--- src/apv_pkg.sv ---
`timescale 1ns / 1ps

package apv_pkg;

    localparam int BYTE_W  = 8;
    localparam int COUNT_W = 13;
    localparam int COMP_W  = 8;
    localparam int CFG_IDX_W  = 2;
    localparam int CFG_DATA_W = 13;

    localparam logic [BYTE_W-1:0]  SLASH_CHAR = 8'h2F;
    localparam logic [BYTE_W-1:0]  DOT_CHAR   = 8'h2E;
    localparam logic [COUNT_W-1:0] COUNT_MAX  = 13'd8191;
    localparam logic [COMP_W-1:0]  COMP_MAX   = 8'd255;

    localparam logic [COMP_W-1:0]  NAME_LIMIT_RST = 8'd255;
    localparam logic [COUNT_W-1:0] PATH_LIMIT_RST = 13'd4096;

    localparam logic [CFG_IDX_W-1:0] REG_NAME_LIMIT = 2'd0;
    localparam logic [CFG_IDX_W-1:0] REG_PATH_LIMIT = 2'd1;

    typedef enum logic [2:0] {
        ST_OK        = 3'd0,
        ST_TOO_LONG  = 3'd1,
        ST_NOT_ABS   = 3'd2,
        ST_DOUBLE    = 3'd3,
        ST_LONG_COMP = 3'd4,
        ST_DOT       = 3'd5,
        ST_DOTDOT    = 3'd6
    } status_t;

    // One byte handed from the input register to the tracker.
    typedef struct packed {
        logic              adv;
        logic [BYTE_W-1:0] path_byte;
        logic              is_last;
    } step_t;

    typedef struct packed {
        status_t            status;
        logic [COUNT_W-1:0] path_length;
    } result_t;

endpackage

--- src/apv_if.sv ---
`timescale 1ns / 1ps

interface apv_in_if import apv_pkg::*; ();
    logic              valid;
    logic              ready;
    logic [BYTE_W-1:0] path_byte;
    logic              is_last;

    modport source (output valid, output path_byte, output is_last, input ready);
    modport sink (input valid, input path_byte, input is_last, output ready);
endinterface

interface apv_out_if import apv_pkg::*; ();
    logic               valid;
    logic               ready;
    status_t            status;
    logic [COUNT_W-1:0] path_length;

    modport source (output valid, output status, output path_length, input ready);
    modport sink (input valid, input status, input path_length, output ready);
endinterface

interface apv_cfg_if import apv_pkg::*; ();
    logic                  valid;
    logic                  ready;
    logic [CFG_IDX_W-1:0]  index;
    logic [CFG_DATA_W-1:0] data;

    modport source (output valid, output index, output data, input ready);
    modport sink (input valid, input index, input data, output ready);
endinterface

--- src/apv_tracker.sv ---
`timescale 1ns / 1ps

module apv_tracker import apv_pkg::*;
(
    input  logic               clk,
    input  logic               rst_n,
    input  logic [COMP_W-1:0]  name_limit,
    input  logic [COUNT_W-1:0] path_limit,
    input  step_t              step,
    output result_t            result
);

    logic [COUNT_W-1:0] byte_count_reg, byte_count_next;
    logic [COMP_W-1:0]  comp_count_reg, comp_count_next;
    logic               prev_slash_reg, prev_slash_next;
    logic               all_dots_reg, all_dots_next;
    status_t            first_error_reg;

    // Error code raised when a component of the given length closes.
    function automatic status_t close_code(input logic [COMP_W-1:0] cc,
                                           input logic all_dots,
                                           input logic [COMP_W-1:0] limit);
        status_t code;
        code = ST_OK;
        if (cc != '0)
        begin
            if (cc >= limit)
                code = ST_LONG_COMP;
            else if (all_dots && cc == 8'd1)
                code = ST_DOT;
            else if (all_dots && cc == 8'd2)
                code = ST_DOTDOT;
        end
        return code;
    endfunction

    always_comb
    begin
        status_t err;
        status_t closing;
        logic    first;

        first = (byte_count_reg == '0);
        err   = first_error_reg;

        byte_count_next = (byte_count_reg == COUNT_MAX) ? byte_count_reg
                                                        : byte_count_reg + 13'd1;
        comp_count_next = comp_count_reg;
        all_dots_next   = all_dots_reg;
        prev_slash_next = prev_slash_reg;

        if (step.path_byte == SLASH_CHAR)
        begin
            if (!first)
            begin
                if (prev_slash_reg)
                begin
                    if (err == ST_OK)
                        err = ST_DOUBLE;
                end
                else
                begin
                    closing = close_code(comp_count_reg, all_dots_reg, name_limit);
                    if (err == ST_OK)
                        err = closing;
                end
            end
            prev_slash_next = 1'b1;
            comp_count_next = '0;
            all_dots_next   = 1'b1;
        end
        else
        begin
            if (first && err == ST_OK)
                err = ST_NOT_ABS;
            prev_slash_next = 1'b0;
            if (comp_count_reg != COMP_MAX)
                comp_count_next = comp_count_reg + 8'd1;
            if (comp_count_next >= name_limit && err == ST_OK)
                err = ST_LONG_COMP;
            if (step.path_byte != DOT_CHAR)
                all_dots_next = 1'b0;
        end

        // The final component closes at the last byte as well.
        closing = close_code(comp_count_next, all_dots_next, name_limit);
        if (err == ST_OK)
            err = closing;

        if (byte_count_next > path_limit)
        begin
            result.status      = ST_TOO_LONG;
            result.path_length = (path_limit == COUNT_MAX) ? COUNT_MAX
                                                           : path_limit + 13'd1;
        end
        else
        begin
            result.status      = err;
            result.path_length = byte_count_next;
        end
    end

    // The closing check above must not be kept in the running error unless the
    // byte is the last one, so the stored error uses the pre-close value.
    status_t err_keep;

    always_comb
    begin
        err_keep = first_error_reg;
        if (step.path_byte == SLASH_CHAR)
        begin
            if (byte_count_reg != '0 && err_keep == ST_OK)
                err_keep = prev_slash_reg ? ST_DOUBLE
                         : close_code(comp_count_reg, all_dots_reg, name_limit);
        end
        else
        begin
            if (byte_count_reg == '0 && err_keep == ST_OK)
                err_keep = ST_NOT_ABS;
            if (comp_count_next >= name_limit && err_keep == ST_OK)
                err_keep = ST_LONG_COMP;
        end
    end

    always_ff @(posedge clk or negedge rst_n)
    begin
        if (!rst_n)
        begin
            byte_count_reg  <= '0;
            comp_count_reg  <= '0;
            prev_slash_reg  <= 1'b0;
            all_dots_reg    <= 1'b1;
            first_error_reg <= ST_OK;
        end
        else if (step.adv)
        begin
            if (step.is_last)
            begin
                byte_count_reg  <= '0;
                comp_count_reg  <= '0;
                prev_slash_reg  <= 1'b0;
                all_dots_reg    <= 1'b1;
                first_error_reg <= ST_OK;
            end
            else
            begin
                byte_count_reg  <= byte_count_next;
                comp_count_reg  <= comp_count_next;
                prev_slash_reg  <= prev_slash_next;
                all_dots_reg    <= all_dots_next;
                first_error_reg <= err_keep;
            end
        end
    end

endmodule

--- src/absolute_path_validator.sv ---
`timescale 1ns / 1ps

// Channel    Modport  Request content
// path_in    sink     path_byte, is_last
// result_out source   status, path_length (one per path, after the last byte)
// cfg        sink     index, data (0: name_limit, 1: path_limit)
//
// One byte is taken every cycle unless a last byte waits on a stalled result;
// a byte goes into the input register, the tracker updates its counters and
// flags from it as it leaves that register, and the last byte of a path loads
// the result register as it leaves, so the result is offered from that
// register. A stalled result only holds back a last byte: other bytes keep
// flowing. Reset clears the counters and sets the limits to 255 and 4096; cfg
// is always ready and takes effect from the next byte.

module absolute_path_validator import apv_pkg::*;
(
    input  logic       clk,
    input  logic       rst_n,
    apv_in_if.sink     path_in,
    apv_out_if.source  result_out,
    apv_cfg_if.sink    cfg
);

    logic [COMP_W-1:0]  name_limit_reg;
    logic [COUNT_W-1:0] path_limit_reg;

    logic              s1_valid_reg;
    logic [BYTE_W-1:0] s1_byte_reg;
    logic              s1_last_reg;
    logic              s1_adv;

    logic               out_valid_reg;
    status_t            out_status_reg;
    logic [COUNT_W-1:0] out_len_reg;

    step_t   step;
    result_t result;

    assign cfg.ready = 1'b1;

    always_ff @(posedge clk or negedge rst_n)
    begin
        if (!rst_n)
        begin
            name_limit_reg <= NAME_LIMIT_RST;
            path_limit_reg <= PATH_LIMIT_RST;
        end
        else if (cfg.valid)
        begin
            unique case (cfg.index)
                REG_NAME_LIMIT: name_limit_reg <= cfg.data[COMP_W-1:0];
                REG_PATH_LIMIT: path_limit_reg <= cfg.data[COUNT_W-1:0];
                default:        ;
            endcase
        end
    end

    // A non-final byte never waits on the result side.
    assign s1_adv = s1_valid_reg &&
                    (!s1_last_reg || !out_valid_reg || result_out.ready);
    assign path_in.ready = !s1_valid_reg || s1_adv;

    always_ff @(posedge clk or negedge rst_n)
    begin
        if (!rst_n)
            s1_valid_reg <= 1'b0;
        else if (path_in.ready)
            s1_valid_reg <= path_in.valid;
    end

    always_ff @(posedge clk)
    begin
        if (path_in.valid && path_in.ready)
        begin
            s1_byte_reg <= path_in.path_byte;
            s1_last_reg <= path_in.is_last;
        end
    end

    assign step.adv       = s1_adv;
    assign step.path_byte = s1_byte_reg;
    assign step.is_last   = s1_last_reg;

    apv_tracker u_tracker
    (
        .clk        (clk),
        .rst_n      (rst_n),
        .name_limit (name_limit_reg),
        .path_limit (path_limit_reg),
        .step       (step),
        .result     (result)
    );

    always_ff @(posedge clk or negedge rst_n)
    begin
        if (!rst_n)
            out_valid_reg <= 1'b0;
        else if (s1_adv && s1_last_reg)
            out_valid_reg <= 1'b1;
        else if (result_out.ready)
            out_valid_reg <= 1'b0;
    end

    always_ff @(posedge clk)
    begin
        if (s1_adv && s1_last_reg)
        begin
            out_status_reg <= result.status;
            out_len_reg    <= result.path_length;
        end
    end

    assign result_out.valid       = out_valid_reg;
    assign result_out.status      = out_status_reg;
    assign result_out.path_length = out_len_reg;

`ifndef SYNTH
    a_accept_fills_s1: assert property (@(posedge clk) disable iff (!rst_n)
        (path_in.valid && path_in.ready) |=> s1_valid_reg)
        else $error("accepted byte did not reach the input register");

    a_result_from_last: assert property (@(posedge clk) disable iff (!rst_n)
        $rose(out_valid_reg) |-> $past(s1_adv && s1_last_reg))
        else $error("result appeared without a final byte");

    a_s1_holds: assert property (@(posedge clk) disable iff (!rst_n)
        (s1_valid_reg && !s1_adv) |=> (s1_valid_reg && $stable(s1_byte_reg)
                                       && $stable(s1_last_reg)))
        else $error("stalled final byte was lost or changed");

    a_length_bound: assert property (@(posedge clk) disable iff (!rst_n)
        (out_valid_reg && out_status_reg != ST_TOO_LONG && $stable(path_limit_reg))
        |-> (out_len_reg <= path_limit_reg))
        else $error("accepted path is longer than the limit");
`endif

endmodule
--- src/flat_wrapper.sv ---
// flat-port wrapper written by rule: the top's interface ports become plain ports
module absolute_path_validator_flat import apv_pkg::*;
  (clk, rst_n, path_in_valid, path_in_path_byte, path_in_is_last, path_in_ready, result_out_valid, result_out_status, result_out_path_length, result_out_ready, cfg_valid, cfg_index, cfg_data, cfg_ready);
  apv_in_if path_in_i ();
  apv_out_if result_out_i ();
  apv_cfg_if cfg_i ();
  input  logic clk;
  input  logic rst_n;
  input wire logic [$bits(path_in_i.valid)-1:0] path_in_valid;
  input wire logic [$bits(path_in_i.path_byte)-1:0] path_in_path_byte;
  input wire logic [$bits(path_in_i.is_last)-1:0] path_in_is_last;
  output wire logic [$bits(path_in_i.ready)-1:0] path_in_ready;
  output wire logic [$bits(result_out_i.valid)-1:0] result_out_valid;
  output wire logic [$bits(result_out_i.status)-1:0] result_out_status;
  output wire logic [$bits(result_out_i.path_length)-1:0] result_out_path_length;
  input wire logic [$bits(result_out_i.ready)-1:0] result_out_ready;
  input wire logic [$bits(cfg_i.valid)-1:0] cfg_valid;
  input wire logic [$bits(cfg_i.index)-1:0] cfg_index;
  input wire logic [$bits(cfg_i.data)-1:0] cfg_data;
  output wire logic [$bits(cfg_i.ready)-1:0] cfg_ready;
  assign path_in_i.valid = path_in_valid;
  assign path_in_i.path_byte = path_in_path_byte;
  assign path_in_i.is_last = path_in_is_last;
  assign path_in_ready = path_in_i.ready;
  assign result_out_valid = result_out_i.valid;
  assign result_out_status = result_out_i.status;
  assign result_out_path_length = result_out_i.path_length;
  assign result_out_i.ready = result_out_ready;
  assign cfg_i.valid = cfg_valid;
  assign cfg_i.index = cfg_index;
  assign cfg_i.data = cfg_data;
  assign cfg_ready = cfg_i.ready;
  absolute_path_validator u_core (.clk(clk), .rst_n(rst_n), .path_in(path_in_i), .result_out(result_out_i), .cfg(cfg_i));
endmodule
--- config.mk ---
export PLATFORM = sky130hd
export DESIGN_NAME = absolute_path_validator_flat
export DESIGN_NICKNAME = d
export VERILOG_FILES = /design/src/apv_pkg.sv /design/src/apv_if.sv /design/src/apv_tracker.sv /design/src/absolute_path_validator.sv /design/src/flat_wrapper.sv
export SDC_FILE = /design/constraint.sdc
export NUM_CORES = 1
export LEC_CHECK = 0
export BUFFER_PORTS_ARGS = -buffer_cell sky130_fd_sc_hd__buf_4
export CAP_MARGIN = 20
export CORE_UTILIZATION = 51
export DETAILED_ROUTE_END_ITERATION = 16
export GPL_TIMING_DRIVEN = 0
export PLACE_DENSITY = 0.7
export SLEW_MARGIN = 20
export SYNTH_ARGS = -nofsm -noshare
export SYNTH_HDL_FRONTEND = slang
export SYNTH_SLANG_ARGS = --single-unit
--- constraint.sdc ---
create_clock -name clk -period 4.5 [get_ports clk]
set_input_delay 0 -clock clk [delete_from_list [all_inputs] [get_ports clk]]
set_output_delay 0 -clock clk [all_outputs]
set_load 0.02 [all_outputs]
Word level (Yosys, flattened, before mapping)
Index checks and enable logic that the tools add are counted.
- output and inout port bits: 19
- input port bits: 29
- word-level logic and storage cells: 97
- register bits after elaboration: 74
- muxes and demuxes: 37
- reduce and logical (&&, ||, !) cells: 29
- order comparisons: 4
- add/sub/neg operators: 3
- equality and inequality tests: 11
- operators by type and width (kind ; number):
    $mux W3 ; 22
    $mux W13 ; 4
    $mux W8 ; 4
    $add A13 B1 Y13 const B ; 2
    $eq A13 B13 Y1 const B ; 2
    $ge A8 B8 Y1 ; 3
    $eq A8 B1 Y1 const B ; 2
    $eq A8 B2 Y1 const B ; 2
    $reduce_bool A8 Y1 ; 2
    $gt A13 B13 Y1 ; 1
    $logic_not A13 Y1 ; 1
    $reduce_bool A13 Y1 ; 1
    $logic_and A1 B1 Y1 ; 11
    $logic_not A3 Y1 ; 3
    $add A8 B1 Y8 const B ; 1
    $eq A8 B6 Y1 const B ; 1
    $ne A8 B6 Y1 const B ; 1
    $ne A8 B8 Y1 const B ; 1
    $mux W1 ; 7
    $reduce_and A2 Y1 ; 3
    $logic_not A1 Y1 ; 3
    $logic_or A1 B1 Y1 ; 3
    $ne A3 B1 Y1 const B ; 1
    $eq A2 B1 Y1 const B ; 1
    other kinds (2) ; 2

Logic depth before layout (Yosys ltp)
- depth in word-level cells: 12
- gate-level depth with buffers: 16
- gate-level depth less buffers: 14

Cells and area by module
A second synthesis with hierarchy kept.
- cells, all modules: 484
- area, all modules: 4879.7 sq um
- modules (own cells, without submodules) (module ; times used ; cells an instance ; area each (sq um) ; sequential area each (sq um)):
    apv_tracker ; 1 ; 402 ; 3199.3 ; 651.9
    absolute_path_validator ; 1 ; 82 ; 1680.4 ; 1337.5

Least setup slack after synthesis
No wires, ideal clock.
- path type: register to register
- start: reg u_core.u_tracker.byte_count_reg[0]
- end: reg u_core.out_len_reg[11] (netlist: u_core.result_out.path_length[11]), data pin
- arrival time: 3576 ps
- library setup time: 254 ps
- cell stages (with the launch flop): 16
- path buffers: 2
- setup slack: 670 ps
- required time: 4246 ps
- period minus slack after synthesis: 3830 ps
- cells stage by stage: dfrtp_1 -> ha_1 -> and3_1 -> and4_1 -> clkbuf_1 -> a31oi_1 -> nand3_1 -> xnor2_1 -> ha_1 -> and3_1 -> and3_1 -> a41o_1 -> a41oi_1 -> clkbuf_1 -> nand3_1 -> o21a_1
- RTL lines (what ; line ; source):
    start: declaration ; apv_tracker.sv:13 ; logic [COUNT_W-1:0] byte_count_reg, byte_count_next;
    start signal: assignment ; apv_tracker.sv:147 ; byte_count_reg <= byte_count_next;
    end signal: assignment ; absolute_path_validator.sv:110 ; out_len_reg <= result.path_length;
    end: declaration ; absolute_path_validator.sv:35 ; logic [COUNT_W-1:0] out_len_reg;

==> impl_metrics.tcl <==
set metrics [dict create \
    startpoint_type "flop" \
    timing.rr.start "u_core.u_tracker.byte_count_reg[0]" \
    rsz0062_at_grt "no" \
    dr.first_iter.drc_count 221 \
    first_pass_iters 5 \
    min_path_type "in -> reg" \
    muxShareOfSynthArea 0.0471 \
    die_w_um 99.9 \
    r2r_end "u_core.result_out.path_length[11]" \
    seq_area_frac_synth 0.407 \
    netlist.area_leader.share 0.200 \
    yosys_warnings 0 \
    post_dp_cell_area_sq_um 5390 \
    r2r_slack_ps 340 \
    antenna_left 0 \
    cp_top_family "simple AND/OR/NAND/NOR gates" \
    setup_viol 0 \
    vias_per_cell 5.88 \
    htree_levels 3 \
    fmax_ghz 0.240 \
    antenna_found_initial 0 \
    wl_um 12700 \
    worst-path-buf-inv 2 \
    p_leak_nw 2.66 \
    yosys-top-cells-count "nand2_1 (49), ha_1 (43), dfrtp_1 (39)" \
    coreArea_sq_um 9240 \
    synth-simple-area-share 0.183 \
    start_util 0.529 \
    synth-main-ff-cell "dfrtp_1" \
    end_kind "flop" \
    skew_ps 9.99 \
    grt_pass1_wl_um 20800 \
    reg2regPathDepth 15 \
    synthAdderAreaFrac 0.112 \
    dieArea_sq_um 9980 \
    hpwl_um 9270 \
    status "complete, no violations" \
    vias 4260 \
    nets 663 \
    synth.distinct_cells 62 \
    cts_tree "built" \
    design_area_sq_um 5860 \
    hp-start "cfg_index[0]" \
    hold_violations 0 \
    whs_path_depth 4 \
    grt_pass1_vias 4230 \
    clk_latency_ps 350 \
    port-buffer-count 46 \
    crit_path_frequent_cell "and3_1" \
    synth_nets 579 \
    synth-xor-area-share 0.0358 \
    setup-tns-final_ps 0 \
    syn_inst 507 \
    cts_buffers 9 \
    maxCapViolations 0 \
    min_period_ps 4160 \
    period_share 0.926 \
    synth_compound_area_frac 0.170 \
    syn_to_final_growth_pct 20.0 \
    drive_gt1_frac 0.174 \
    p_per_area_nw_per_um2 317 \
    synth_area_leaders "dfrtp_1 (20%), edfxtp_1 (15%), ha_1 (11%)" \
    synth_top_area_cell "dfrtp_1" \
    critical_path_class "reg -> reg" \
    num-fill-cells 748 \
    route.detailed.drc 0 \
    cts_setup_buffers 0 \
    synth.most_common_cell "nand2_1" \
    synth_area_sq_um 4890 \
    grt_use_total 0.272 \
    max_stage_delay_ps 450 \
    grt_overflow_total 0 \
    cts_max_path_buffers 2 \
    critPathSlowestCell "dfrtp_1" \
    avgSynthCellArea_sq_um 9.64 \
    root_buffer "clkbuf_8" \
    ys_ff_latch 74 \
    io_pins 48 \
    clock_sinks 74 \
    synth_edf_count 25 \
    die_y_um 99.9 \
    grt_max_degree 50 \
    crit_required_ps 4610 \
    relSlewSlack 0.373 \
    clkTransAtPathRegs_ps 80 \
    arrival_ps 4270 \
    crit_chain "ha_1, and3_1, and4_1, clkbuf_1, a31oi_1, nand3_1, xnor2_1, ha_1, and3_1, and3_1, a41o_1, a41oi_4, clkbuf_2, nand3_1, o21a_1" \
    place_congestion 0.885 \
    crit_fanout 10 \
    wl_per_cell_um 17.5 \
    holdPathEnd "u_core.name_limit_reg[2]" \
    synth_top_family_by_area "simple AND/OR/NAND/NOR gates" \
    n_antenna_cell 0 \
    drv_slew 0 \
    peakVddDrop_v 0.000179 \
    rows 35 \
    worst_slew_pin_slew_ps 938 \
    async_flop_share 0.662 \
]
timing repair:
| action | 4_1_cts | 5_1_grt |
|---|---|---|
| endpoints found under the hold margin | 71 | 0 |
| pin swaps | 0 | 0 |
| gates resized for setup | 1 | 5 |
| hold buffers | 27 | 0 |
| setup endpoints to repair | 6 | 10 |
logic make-up (layout without fill, tap and decap cells):
kind of cell / after synthesis / count (layout)
adders and majority gates: 44 / 44
muxes: 21 / 21
AOI/OAI and AO/OA: 119 / 119
and+or+nand+nor: 172 / 172
DFF: 74 / 74
buffers and inverters: 56 / 145
other: 1 / 1
xor gates and xnor gates: 20 / 20
tightest hold or removal path, stage by stage:
cell and delay, ps:
buf_4 80, nor3b_1 120, nand2_1 100, o21ai_0 80
cell usage in the layout, fill, tap and decap left out, types with 11 or more instances in the layout:
master | synthesis | layout
nand2_1 | 49 | 49
buf_4 | 1 | 47
ha_1 | 43 | 43
dfrtp_1 | 39 | 39
inv_1 | 36 | 36
nor2_1 | 29 | 29
dlygate4sd3_1 | 0 | 27
edfxtp_1 | 25 | 25
o21ai_0 | 23 | 23
and3_1 | 19 | 19
nand3_1 | 19 | 19
a21oi_1 | 19 | 19
xnor2_1 | 16 | 16
mux2_2 | 16 | 16
clkbuf_1 | 16 | 13
a31oi_1 | 11 | 11
where the power goes:
group	internal, mW	leakage [nW]	switching [mW]
Sequential	0.778	0.855	0.0616
Clock	0.216	0.0890	0.266
Combinational	0.234	1.71	0.306
Total	1.23	2.66	0.634
cell type report:
| cell class | count | area (sq um) | area share |
|---|---|---|---|
| multi-input cells | 377 | 2700 | 0.460 |
| flip-flops and latches | 74 | 1990 | 0.339 |
| repair buffers | 73 | 616 | 0.105 |
| well taps | 129 | 161 | 0.0275 |
| clock buffers | 10 | 138 | 0.0235 |
| inverters | 36 | 135 | 0.0230 |
| plain buffers | 20 | 85.1 | 0.0145 |
| clock inverters | 6 | 40.0 | 0.00683 |
stage by stage:
step	hold slack, ps	instances	worst slack (ps)	total power [mW]	util
finish	54.7	725	335	1.86	0.635
global route	63.4	725	74.4	1.97	0.635
CTS	11.0	725	131	1.86	0.633
detailed placement	74.7	682	-48.1	1.36	0.584
global placement	57.1	682	-53.4	1.34	0.584
floorplan	-296	507	670	1.19	-
how the worst max path moves through the flow:
stage	slack, ps	cells after the start	to	from
after floorplan	670	15	u_core.result_out.path_length[11]	u_core.u_tracker.byte_count_reg[0]
after global placement	-50	15	u_core.result_out.path_length[11]	u_core.u_tracker.byte_count_reg[0]
after detailed placement	-50	15	u_core.result_out.path_length[11]	u_core.u_tracker.byte_count_reg[0]
after CTS	130	15	u_core.result_out.path_length[11]	u_core.u_tracker.byte_count_reg[0]
after global routing	70	13	u_core.result_out.status[2]	u_core.u_tracker.byte_count_reg[6]
final	340	15	u_core.result_out.path_length[11]	u_core.u_tracker.byte_count_reg[0]
per-layer routing:
metal / share of wire / track usage / wire length [um]
met5: 0 / 0 / 0
met4: 0.016 / 0.104 / 203
met3: 0.056 / 0.0376 / 707
met2: 0.47 / 0.432 / 5990
met1: 0.46 / 0.380 / 5770
Power figures use the tool's default switching activity.
